<file path="src/rtl/atm_pkg.sv">
// ----------------------------------------------------------------------------
// atm_pkg
// shared types and constants of the allocation tracking monitor
// ----------------------------------------------------------------------------
package atm_pkg;

  localparam int RecDepth  = 1024;
  localparam int SiteDepth = 128;
  localparam int ModCount  = 64;
  localparam int RecIdxW   = $clog2(RecDepth);
  localparam int RecCntW   = $clog2(RecDepth + 1);
  localparam int SiteIdxW  = $clog2(SiteDepth);
  localparam int SiteCntW  = $clog2(SiteDepth + 1);
  localparam int ModIdxW   = $clog2(ModCount);
  localparam int QDepth    = 2;

  localparam logic [47:0] ByteMax = 48'hFFFF_FFFF_FFFF;
  localparam logic [31:0] CntMax  = 32'hFFFF_FFFF;

  localparam logic [1:0] OpAlloc = 2'd0;
  localparam logic [1:0] OpFree  = 2'd1;

  typedef enum logic [1:0] {
    CMD_ALLOC = 2'd0,
    CMD_FREE  = 2'd1,
    CMD_READ  = 2'd2
  } cmd_t;

  typedef struct packed {
    cmd_t        cmd;
    logic [47:0] address;
    logic [31:0] size;
    logic [47:0] callsite;
    logic [5:0]  module_id;
    logic [6:0]  read_index;
  } work_t;

  typedef struct packed {
    logic [10:0] live_records;
    logic [47:0] current_bytes;
    logic [47:0] byte_peak;
    logic [47:0] byte_sum;
    logic [31:0] total_count;
    logic [31:0] hist_count;
    logic [47:0] site_address;
    logic [31:0] site_allocs;
    logic [47:0] site_bytes;
    logic [47:0] module_current;
    logic [47:0] module_peak;
    logic [31:0] module_allocs;
  } result_t;

  function automatic logic [2:0] size_bucket(input logic [31:0] s);
    if (s <= 32'd64) return 3'd0;
    if (s <= 32'd256) return 3'd1;
    if (s <= 32'd1024) return 3'd2;
    if (s <= 32'd4096) return 3'd3;
    return 3'd4;
  endfunction

  function automatic logic [47:0] sat_add48(input logic [47:0] a, input logic [47:0] b);
    logic [48:0] s;
    s = {1'b0, a} + {1'b0, b};
    return s[48] || (s[47:0] == ByteMax) ? ByteMax : s[47:0];
  endfunction

  function automatic logic [31:0] sat_inc32(input logic [31:0] a);
    return (a == CntMax) ? CntMax : a + 32'd1;
  endfunction

endpackage

</file>
<file path="src/rtl/atm_front.sv">
// ----------------------------------------------------------------------------
// atm_front
// accepts input transactions, classifies them and queues work commands
// ----------------------------------------------------------------------------
module atm_front (
  input  logic              clk,
  input  logic              rst_n,
  input  logic              enable,
  input  logic              in_valid,
  output logic              in_ready,
  input  logic [1:0]        op,
  input  logic [47:0]       address,
  input  logic [31:0]       size,
  input  logic [47:0]       callsite,
  input  logic [5:0]        module_id,
  input  logic [6:0]        read_index,
  output logic              q_valid,
  input  logic              q_pop,
  output atm_pkg::work_t    q_data
);
  import atm_pkg::*;

  work_t       q_mem [QDepth];
  logic        wr_ptr_r, rd_ptr_r;
  logic [1:0]  cnt_r;
  work_t       w;
  logic        push;

  // classification: disabled, null address or an op other than alloc or free becomes a plain read
  always_comb begin
    w.address    = address;
    w.size       = size;
    w.callsite   = callsite;
    w.module_id  = module_id;
    w.read_index = read_index;
    w.cmd        = CMD_READ;
    if (enable && address != '0) begin
      if (op == OpAlloc) w.cmd = CMD_ALLOC;
      else if (op == OpFree) w.cmd = CMD_FREE;
    end
  end

  assign in_ready = (cnt_r != 2'(QDepth));
  assign push     = in_valid && in_ready;
  assign q_valid  = (cnt_r != 2'd0);
  assign q_data   = q_mem[rd_ptr_r];

  // command queue
  always_ff @(posedge clk) begin
    if (push) q_mem[wr_ptr_r] <= w;
    if (!rst_n) begin
      wr_ptr_r <= 1'b0;
      rd_ptr_r <= 1'b0;
      cnt_r    <= 2'd0;
    end else begin
      if (push) wr_ptr_r <= ~wr_ptr_r;
      if (q_pop) rd_ptr_r <= ~rd_ptr_r;
      cnt_r <= cnt_r + 2'(push) - 2'(q_pop);
    end
  end
endmodule

</file>
<file path="config.mk">
export PLATFORM = sky130hd
export DESIGN_NAME = atm_front
export DESIGN_NICKNAME = d
export VERILOG_FILES = /design/src/rtl/atm_pkg.sv /design/src/rtl/atm_front.sv
export SDC_FILE = /design/constraint.sdc
export NUM_CORES = 1
export LEC_CHECK = 0
export CAP_MARGIN = 20
export CORE_MARGIN = 5
export CORE_UTILIZATION = 60
export DETAILED_ROUTE_END_ITERATION = 7
export DONT_BUFFER_PORTS = 1
export PLACE_DENSITY = 0.76
export SETUP_SLACK_MARGIN = 0.05
export SYNTH_ARGS = -nofsm -noshare
export SYNTH_HDL_FRONTEND = slang
export SYNTH_SLANG_ARGS = --single-unit
</file>
<file path="constraint.sdc">
create_clock -name clk -period 10.86 [get_ports clk]
set_clock_uncertainty 0.2 [all_clocks]
set_input_delay 1.086 -clock clk [delete_from_list [all_inputs] [get_ports clk]]
set_output_delay 1.086 -clock clk [all_outputs]
set_load 0.01 [all_outputs]
</file>
Word level (Yosys, flattened, before mapping)
Memory sizes are Yosys's and may differ from the RTL's. A register that Yosys moved wholly into a read port is not among the register bits.
Cells that the tools add are included.
W data, S select, Z words.
{"block": "classes", "addsub": 2, "n_eq_ne": 2, "mux": 7, "n_bitwise": 2, "n_reduce_logical": 5}
{"op": "$reduce_bool A48 Y1", "n": 1}
{"op": "$mux W2", "n": 3}
{"op": "$mux W1", "n": 4}
{"op": "$add A2 B1 Y2", "n": 1}
{"op": "$eq A2 B1 Y1 const B", "n": 1}
{"op": "$logic_and A1 B1 Y1", "n": 2}
{"op": "$logic_not A2 Y1", "n": 1}
{"op": "$ne A2 B2 Y1 const B", "n": 1}
{"op": "$not A1 Y1", "n": 2}
{"op": "$reduce_bool A2 Y1", "n": 1}
{"op": "$sub A2 B1 Y2", "n": 1}
{"block": "word_totals", "register_bits": 4, "ram_bits": 286, "input_bits": 148, "output_inout_bits": 145, "elab_cells": 22, "n_memories": 1}
{"memory": "q_mem", "words": 2, "width": 143, "read_ports": 1, "rd_ports_with_merged_regs": 1, "write_ports": 1, "line_no": "atm_front.sv:23", "text": "work_t q_mem [QDepth];"}

Longest topological paths before layout
Gate-level depths: netlist of run 1.
{"block": "depth", "depth_word": 4, "depth_mapped": 8, "depth_no_buf": 8}

Worst setup path before layout of run 1
Ideal clock, no wire load.
{"block": "synth_path", "path_type": "input to register", "from": "input in_valid", "to": "memory q_mem[1][0] in the netlist's numbering, enable pin", "setup_time_ns": 0.520, "arrival_ns": 4.421, "required_time_ns": 10.140, "path_slack_ns": 5.719, "stages": 1, "n_path_buf": 0, "cell_sequence": "and3_1"}
{"block": "synth_via", "elab_chain_cells": 3}
{"element": "start, declared", "line_no": "atm_front.sv:9", "text": "input logic in_valid,"}
{"element": "$logic_and A1 B1 Y1", "line_no": "atm_front.sv:44", "text": "assign push = in_valid && in_ready;"}
{"element": "$mux W1", "line_no": "atm_front.sv:50", "text": "if (push) q_mem[wr_ptr_r] <= w;"}
{"element": "$mux W1 (not written as such)", "line_no": "atm_front.sv:50"}
{"element": "end, declared", "line_no": "atm_front.sv:23"}
No other way between the ends.

==> flow_summary.json, run 1 <==
{
  "htreeDepth": 1,
  "firstDrtPassIters": 4,
  "post_cts_buffers": 0,
  "dp_hpwl_mm": 13.5,
  "coreArea_sq_mm": 0.0178,
  "final_area_sq_mm": 0.0119,
  "synth-seq-area-share_pct": 80.6,
  "hold_violations": 0,
  "route.detailed.drc": 0,
  "cts_buffer_depth": 3,
  "worstPathArrival_ps": 2640,
  "routed_via_density": 5.97,
  "setup_violations": 0,
  "drt-wirelength-per-cell_microns": 26.2,
  "synth_fp_nets": 638,
  "powerDensity_mw_per_mm2": 219,
  "status": "completed",
  "dp_cells": 704,
  "synth_area_sq_mm": 0.0108,
  "ios": 293,
  "startpoint_type": "register",
  "rows": 49,
  "die_x_microns": 144,
  "dieArea_sq_mm": 0.0207,
  "synth_async_sr_flop_share_pct": 0,
  "vias": 4518,
  "track_usage_pct": 18.2,
  "fin_cells": 757,
  "hold_ws_ps": 334,
  "worstMarginPinSlew_ps": 1020,
  "criticalPathCategory": "register to primary output",
  "maxSlewViolCount": 0,
  "overflow": 0,
  "fin_crit_sh_pct": 36.2,
  "antenna_found_initial": 0,
  "start_util_pct": 60.4,
  "clk_latency_ps": 510,
  "relSlewSlack_pct": 31.8,
  "netlist_instances": 488,
  "end_kind": "primary output",
  "worst_ep_required_time_ps": 9570,
  "hp-start": "rd_ptr_r",
  "setup_slack_ps": 6930,
  "cts_tree": "built",
  "synthDistinctLibCells": 27,
  "fmax_ghz": 0.255,
  "min_period_ps": 3930,
  "portBuffers": 0,
  "diodes": 0,
  "clk_pin_slew_worst_paths_ps": 60,
  "cts_hold_buf": 0,
  "crit_path_max_fanout": 73,
  "clock-sinks": 291,
  "reg2reg_from": "cnt_r[0]",
  "die_h_microns": 144,
  "finalSetupTns_ps": 0,
  "grt_pass1_vias": 4893,
  "fin_nets": 657,
  "layout-drive-gt1-share_pct": 36.2,
  "ant_nets": 0,
  "place_ws_ps": 7150,
  "p_leak_nw": 3.88,
  "rsz0062_at_grt": "no",
  "yosys_warnings": 0,
  "ys_ff_latch": 291,
  "grt_pass1_wl_mm": 28.3,
  "fin_util_pct": 66.8,
  "hp-class": "register to register",
  "grt_max_degree": 82,
  "drt_iter0_markers": 277,
  "synth_edf_count": 286,
  "vdd_drop_max_mv": 0.154,
  "clockRootBuffer": "clkbuf_16",
  "area_growth_pct": 10.7,
  "power_mw": 2.61,
  "numCtsBuffers": 29,
  "routabilityCongestion": 0.762,
  "ctsResizeCount": 0,
  "cap_violations": 0,
  "finalWirelength_mm": 19.8,
  "place_area_sq_mm": 0.0110,
  "postSynthAreaPerCell_sq_um": 22.1,
  "synth_ff_type": "edfxtp_1"
}
-- cell usage after synthesis, types with 2 or more instances --
library cell    n  share of area, %
dfxtp_1         5              0.93
edfxtp_1      286                80
buf_2           8              0.37
mux2_4         20               2.8
and2_1          2              0.12
inv_1           3              0.10
ha_1            2              0.23
mux2_1          5              0.52
mux2_2        118                12
nor4_1          8              0.46
nand4_1         3              0.17
nor4_2          4              0.46
buf_6           8              0.84
nor2_1          3              0.10
-- critical path, cell delays in order (launching register included) --
cell	delay [ps]
dfxtp_4	880
buf_4	360
buf_16	340
mux2_2	430
-- per-layer routing --
metal  global-route usage, %  routed length (microns)
met5                       0                        0
met4                    5.70                      493
met3                    8.73                     2410
met2                    31.9                    10400
met1                    19.4                     6490
-- worst paths after layout --
path / cells after the start / endpoint / slack [ps]
max: 3 / q_data[59] / 6930
min: 2 / register / 330
max reg2reg: 3 / q_mem[1][52] / 7790
min reg2reg: 2 / register / 330
-- placed cells by master (no fill, tap or decap), types with 2 or more instances in the layout --
cell type / netlist / final
and2_1: 2 / 2
buf_4: 0 / 3
bufinv_16: 0 / 4
clkbuf_1: 0 / 6
clkbuf_16: 0 / 29
clkinv_1: 0 / 6
clkinv_2: 0 / 5
dfxtp_1: 5 / 4
edfxtp_1: 286 / 286
ha_1: 2 / 2
inv_1: 3 / 2
mux2_1: 5 / 5
mux2_2: 118 / 118
mux2_4: 20 / 20
nand4_1: 3 / 3
nor2_1: 3 / 3
nor4_1: 8 / 8
nor4_2: 4 / 4
-- final cells by class --
type | count | area (sq um)
flip-flops and latches | 291 | 8690
inverters | 3 | 16.3
repair buffers | 4 | 50.0
multi-input cells | 178 | 1950
clock inverters | 17 | 184
well taps | 229 | 287
clock buffers | 35 | 748
fillers | 1115 | 5910
-- logic make-up after synthesis --
family / count (synthesis) / share of synthesized area, %
flops: 291 / 80.6
xor+xnor: 2 / 0.163
mux: 143 / 15.6
buf+inv: 19 / 1.31
compound gates: 4 / 0.302
simple gates: 27 / 1.71
fa+ha+maj: 2 / 0.232
-- power by group --
| part | switching (mW) | leakage, nW | internal [mW] |
|---|---|---|---|
| Sequential | 0.0344 | 2.71 | 1.36 |
| Combinational | 0.156 | 0.724 | 0.0913 |
| Clock | 0.382 | 0.454 | 0.582 |
-- registers in the layout, summed over array words and instances (netlist names), named ones only --
| signal | flops |
|---|---|
| cnt_r | 2 |
| wr_ptr_r | 1 |
| rd_ptr_r | 1 |
| q_mem | 286 |
Power figures use the tool's default switching activity.
==> run 2: changes to the inputs <==
==> constraint.sdc (replaced) <==
create_clock -name clk -period 4.1 [get_ports clk]
set_clock_uncertainty 0.2 [all_clocks]
set_input_delay 0.41 -clock clk [delete_from_list [all_inputs] [get_ports clk]]
set_output_delay 0.41 -clock clk [all_outputs]
set_load 0.01 [all_outputs]
==> flow_summary.json, run 2 (same netlist as run 1, synthesis figures left out) <==
{
  "end_kind": "primary output",
  "ant_nets": 0,
  "fillers": 951,
  "area_growth_pct": 24.2,
  "relSlewSlack_pct": 46.8,
  "seqPwrFrac_pct": 53.0,
  "multi_input_area_sq_mm": 0.00195,
  "reg.largest.list": "q_mem (286), cnt_r (2)",
  "criticalPathCategory": "register to primary output",
  "die_x_microns": 144,
  "clock-sinks": 291,
  "largest_reg_flops": 286,
  "final_cell_mix": "edfxtp_1, dlygate4sd3_1, mux2_2",
  "worst-r2r-cell-count": 4,
  "min_period_ps": 2930,
  "finalSetupTns_ps": 0,
  "hold_ws_ps": 75.6,
  "worstPathArrival_ps": 2320,
  "dieArea_sq_mm": 0.0207,
  "track_usage_pct": 21.2,
  "power_frac_comb_pct": 11.7,
  "reg2reg_from": "cnt_r[0]",
  "hp-class": "input pin to register",
  "final_area_sq_mm": 0.0134,
  "path_cells": "buf_4, mux2_2",
  "worstMarginPinSlew_ps": 799,
  "drt_iter0_markers": 287,
  "ios": 293,
  "grt_pass1_vias": 5830,
  "rrSetupSlack_ps": 1530,
  "dp_hpwl_mm": 13.7,
  "slowest_stage": "dfxtp_4",
  "post_cts_buffers": 0,
  "overflow": 0,
  "hold_violations": 0,
  "maxSlewViolCount": 0,
  "rsz0062_at_grt": "no",
  "seq_area_sq_mm": 0.00869,
  "ctsResizeCount": 0,
  "pwr-share-clk_pct": 35.3,
  "rows": 49,
  "cts_tree": "built",
  "antenna_found_initial": 1,
  "drt-wirelength-per-cell_microns": 25.2,
  "firstDrtPassIters": 5,
  "cap_violations": 0,
  "clockRootBuffer": "clkbuf_16",
  "p_leak_nw": 4.48,
  "status": "completed",
  "grt_max_degree": 76,
  "vias": 5149,
  "layout-drive-gt1-share_pct": 28.3,
  "htreeDepth": 1,
  "portBuffers": 0,
  "finalWirelength_mm": 22.8,
  "worst_r2r_endpoint": "q_mem[0][18]",
  "fin_nets": 805,
  "fin_crit_sh_pct": 71.6,
  "worst_ep_required_time_ps": 3490,
  "cts_hold_buf": 147,
  "setup_violations": 0,
  "clk_pin_slew_worst_paths_ps": 60,
  "fin_cells": 903,
  "startpoint_type": "register",
  "crit_path_max_fanout": 58,
  "critPathMaxStageDelay_ps": 870,
  "power_switching_mw": 1.57,
  "numCtsBuffers": 28,
  "die_h_microns": 144,
  "powerDensity_mw_per_mm2": 521,
  "clk_latency_ps": 510,
  "start_util_pct": 60.4,
  "route.detailed.drc": 0,
  "dp_cells": 707,
  "routabilityCongestion": 0.848,
  "swShare_pct": 22.5,
  "vdd_drop_max_mv": 0.326,
  "place_area_sq_mm": 0.0110,
  "final_common_cell": "edfxtp_1",
  "grt_pass1_wl_mm": 33.1,
  "crit_end": "q_data[130]",
  "fmax_ghz": 0.341,
  "p_int_mw": 5.41,
  "largest-register": "q_mem",
  "routed_via_density": 5.70,
  "coreArea_sq_mm": 0.0178,
  "cts_buffer_depth": 3
}
## run 2: area by class of cell
cell class	count	share of cell area, %
inverter	3	0.112
clock buffer	32	5.51
timing repair buffer	153	11.6
tap	229	2.14
clock inverter	15	1.08
antenna	2	0.0374
sequential	291	64.9
multi-input combinational	178	14.6
## run 2: per-stage QoR
step                      power (mW)  utilization, %  worst slack, ps
final                           6.98            75.0             1170
after global routing            7.23            75.0             1050
after CTS                       7.01            75.0             1130
after detailed placement        4.44            61.8             1600
after global placement          4.41            61.8             1680
after floorplan                 4.29               -              683
## run 2: worst min path at each step
stage / start / to / slack, ps / cells after the start
after global routing: address[1] / q_mem[1][142] / 80 / 3
after CTS: address[1] / q_mem[0][142] / 50 / 3
after floorplan: rd_ptr_r / register / 280 / 2
final: address[1] / q_mem[0][142] / 80 / 3
after detailed placement: size[0] / q_mem[0][61] / 310 / 0
after global placement: rd_ptr_r / rd_ptr_r / 300 / 2
## run 2: power groups by stage
stage | Sequential (mW) | Combinational, mW | Clock, mW
global placement | 3.74 | 0.671 | 0
floorplan | 3.72 | 0.567 | 0
global route | 3.72 | 0.870 | 2.64
detailed placement | 3.76 | 0.682 | 0
CTS | 3.69 | 0.824 | 2.49
finish | 3.70 | 0.817 | 2.46
## run 2: per-layer routing
metal  part of all wire, %  GRT usage [%]
met4                   2.3           6.39
met2                    54           38.7
met5                     0              0
met1                    33           23.4
met3                    10           7.34
## run 2: worst max-delay path: cells and delay by family, from the launching register on
kind | cells | cell delay [ps]
DFF | 1 | 870
muxes | 1 | 430
buffers and inverters | 1 | 480
==> run 3: changes to the inputs <==
--- a/config.mk
+++ b/config.mk
@@ -7,10 +7,10 @@
 export LEC_CHECK = 0
 export CAP_MARGIN = 20
 export CORE_MARGIN = 5
-export CORE_UTILIZATION = 60
+export CORE_UTILIZATION = 56
 export DETAILED_ROUTE_END_ITERATION = 7
 export DONT_BUFFER_PORTS = 1
-export PLACE_DENSITY = 0.76
+export PLACE_DENSITY = 0.74
 export SETUP_SLACK_MARGIN = 0.05
 export SYNTH_ARGS = -nofsm -noshare
 export SYNTH_HDL_FRONTEND = slang
==> constraint.sdc (replaced) <==
create_clock -name clk -period 2.47 [get_ports clk]
set_clock_uncertainty 0.2 [all_clocks]
set_input_delay 0.247 -clock clk [delete_from_list [all_inputs] [get_ports clk]]
set_output_delay 0.247 -clock clk [all_outputs]
set_load 0.01 [all_outputs]
==> flow_summary.json, run 3 (same netlist as run 1, synthesis figures left out) <==
{
  "vdd_drop_max_mv": 0.782,
  "die_x_microns": 149,
  "hold_ws_ps": 54.7,
  "routed_via_density": 5.51,
  "final_common_cell": "edfxtp_1",
  "powerDensity_mw_per_mm2": 887,
  "p_leak_nw": 4.56,
  "hold_violations": 0,
  "die_h_microns": 149,
  "overflow": 0,
  "fillers": 1091,
  "crit_end": "q_data[46]",
  "routabilityCongestion": 0.786,
  "route.detailed.drc": 0,
  "relSlewSlack_pct": 56.2,
  "layout-drive-gt1-share_pct": 29.7,
  "fin_crit_sh_pct": 87.4,
  "drt_iter0_markers": 199,
  "worst-r2r-cell-count": 4,
  "fin_nets": 806,
  "maxSlewViolCount": 0,
  "ant_nets": 0,
  "startpoint_type": "register",
  "hp-class": "input pin to register",
  "final_cell_mix": "edfxtp_1, dlygate4sd3_1, mux2_2",
  "cap_violations": 0,
  "area_growth_pct": 25.9,
  "worstPathArrival_ps": 1710,
  "crit_path_max_fanout": 60,
  "dp_hpwl_mm": 13.4,
  "dieArea_sq_mm": 0.0221,
  "portBuffers": 0,
  "rrSetupSlack_ps": 500,
  "numCtsBuffers": 28,
  "coreArea_sq_mm": 0.0188,
  "htreeDepth": 1,
  "clock-sinks": 291,
  "vias": 5183,
  "grt_pass1_wl_mm": 32.7,
  "start_util_pct": 57.2,
  "multi_input_area_sq_mm": 0.00196,
  "min_period_ps": 2160,
  "grt_pass1_vias": 5685,
  "rsz0062_at_grt": "no",
  "worst_ep_required_time_ps": 2020,
  "fin_util_pct": 72.1,
  "reg.largest.list": "q_mem (286), cnt_r (2)",
  "fmax_ghz": 0.463,
  "cts_buffer_depth": 3,
  "ios": 293,
  "status": "completed",
  "reg2reg_from": "cnt_r[0]",
  "clk_pin_slew_worst_paths_ps": 60,
  "worst_r2r_endpoint": "q_mem[0][74]",
  "drt-wirelength-per-cell_microns": 24.0,
  "setup_violations": 0,
  "criticalPathCategory": "register to primary output",
  "worstMarginPinSlew_ps": 657,
  "antenna_found_initial": 3,
  "largest_reg_flops": 286,
  "rows": 50,
  "cts_hold_buf": 147,
  "post_cts_buffers": 0,
  "clk_latency_ps": 530,
  "place_ws_ps": 520,
  "seq_area_sq_mm": 0.00869,
  "cts_tree": "built",
  "largest-register": "q_mem",
  "grt_max_degree": 95,
  "end_kind": "primary output",
  "track_usage_pct": 19.2,
  "clockRootBuffer": "clkbuf_16",
  "ctsResizeCount": 0,
  "setup_slack_ps": 312,
  "firstDrtPassIters": 4,
  "finalWirelength_mm": 22.6
}
==> run 3: power by group <==
group | total (mW) | leakage [nW] | internal [mW] | switching (mW)
registers | 6.09 | 2.71 | 5.97 | 0.119
clock network | 4.50 | 0.487 | 2.76 | 1.74
logic | 1.44 | 1.36 | 0.591 | 0.854
total | 12.0 | 4.56 | 9.32 | 2.71
==> run 3: worst min path at each step <==
| stage | from | to | slack [ps] | cells past startpoint |
|---|---|---|---|---|
| 2_1_floorplan | read_index[0] | q_mem[0][0] | 150 | 0 |
| 3_3_place_gp | callsite[43] | q_mem[0][56] | 150 | 0 |
| 3_5_place_dp | size[27] | q_mem[1][88] | 150 | 0 |
| 4_1_cts | address[11] | q_mem[1][142] | 2 | 3 |
| 5_1_grt | address[11] | q_mem[0][142] | 60 | 3 |
| 6_report | address[11] | q_mem[1][142] | 50 | 3 |
==> run 3: critical path, cell delays in order, from the launching register on <==
cell and delay [ps]:
dfxtp_4 370, buf_12 310, mux2_2 440
==> run 3: layer usage <==
metal | GRT usage [%] | vias up | wire length (microns)
li1 | - | 2310 | -
met1 | 20.1 | 2598 | 7880
met2 | 35.5 | 225 | 12100
met3 | 6.86 | 50 | 2050
met4 | 6.42 | 0 | 583
met5 | 0 | - | 0
==> run 3: cell type report <==
type	count	area share [%]
diodes	3	0.0553
clock buffers	31	5.40
repair buffers	154	11.7
well taps	260	2.40
multi-input cells	178	14.4
flip-flops and latches	291	64.1
inverters	3	0.111
clock inverters	20	1.85
==> run 3: per-stage QoR <==
step	power, mW	TNS [ps]	std cells	area, sq um
floorplan	7.13	-185870	488	10800
global placement	7.34	0	739	11100
detailed placement	7.39	0	739	11100
CTS	12.1	0	937	13600
global route	12.5	0	940	13600
finish	12.0	0	940	13600
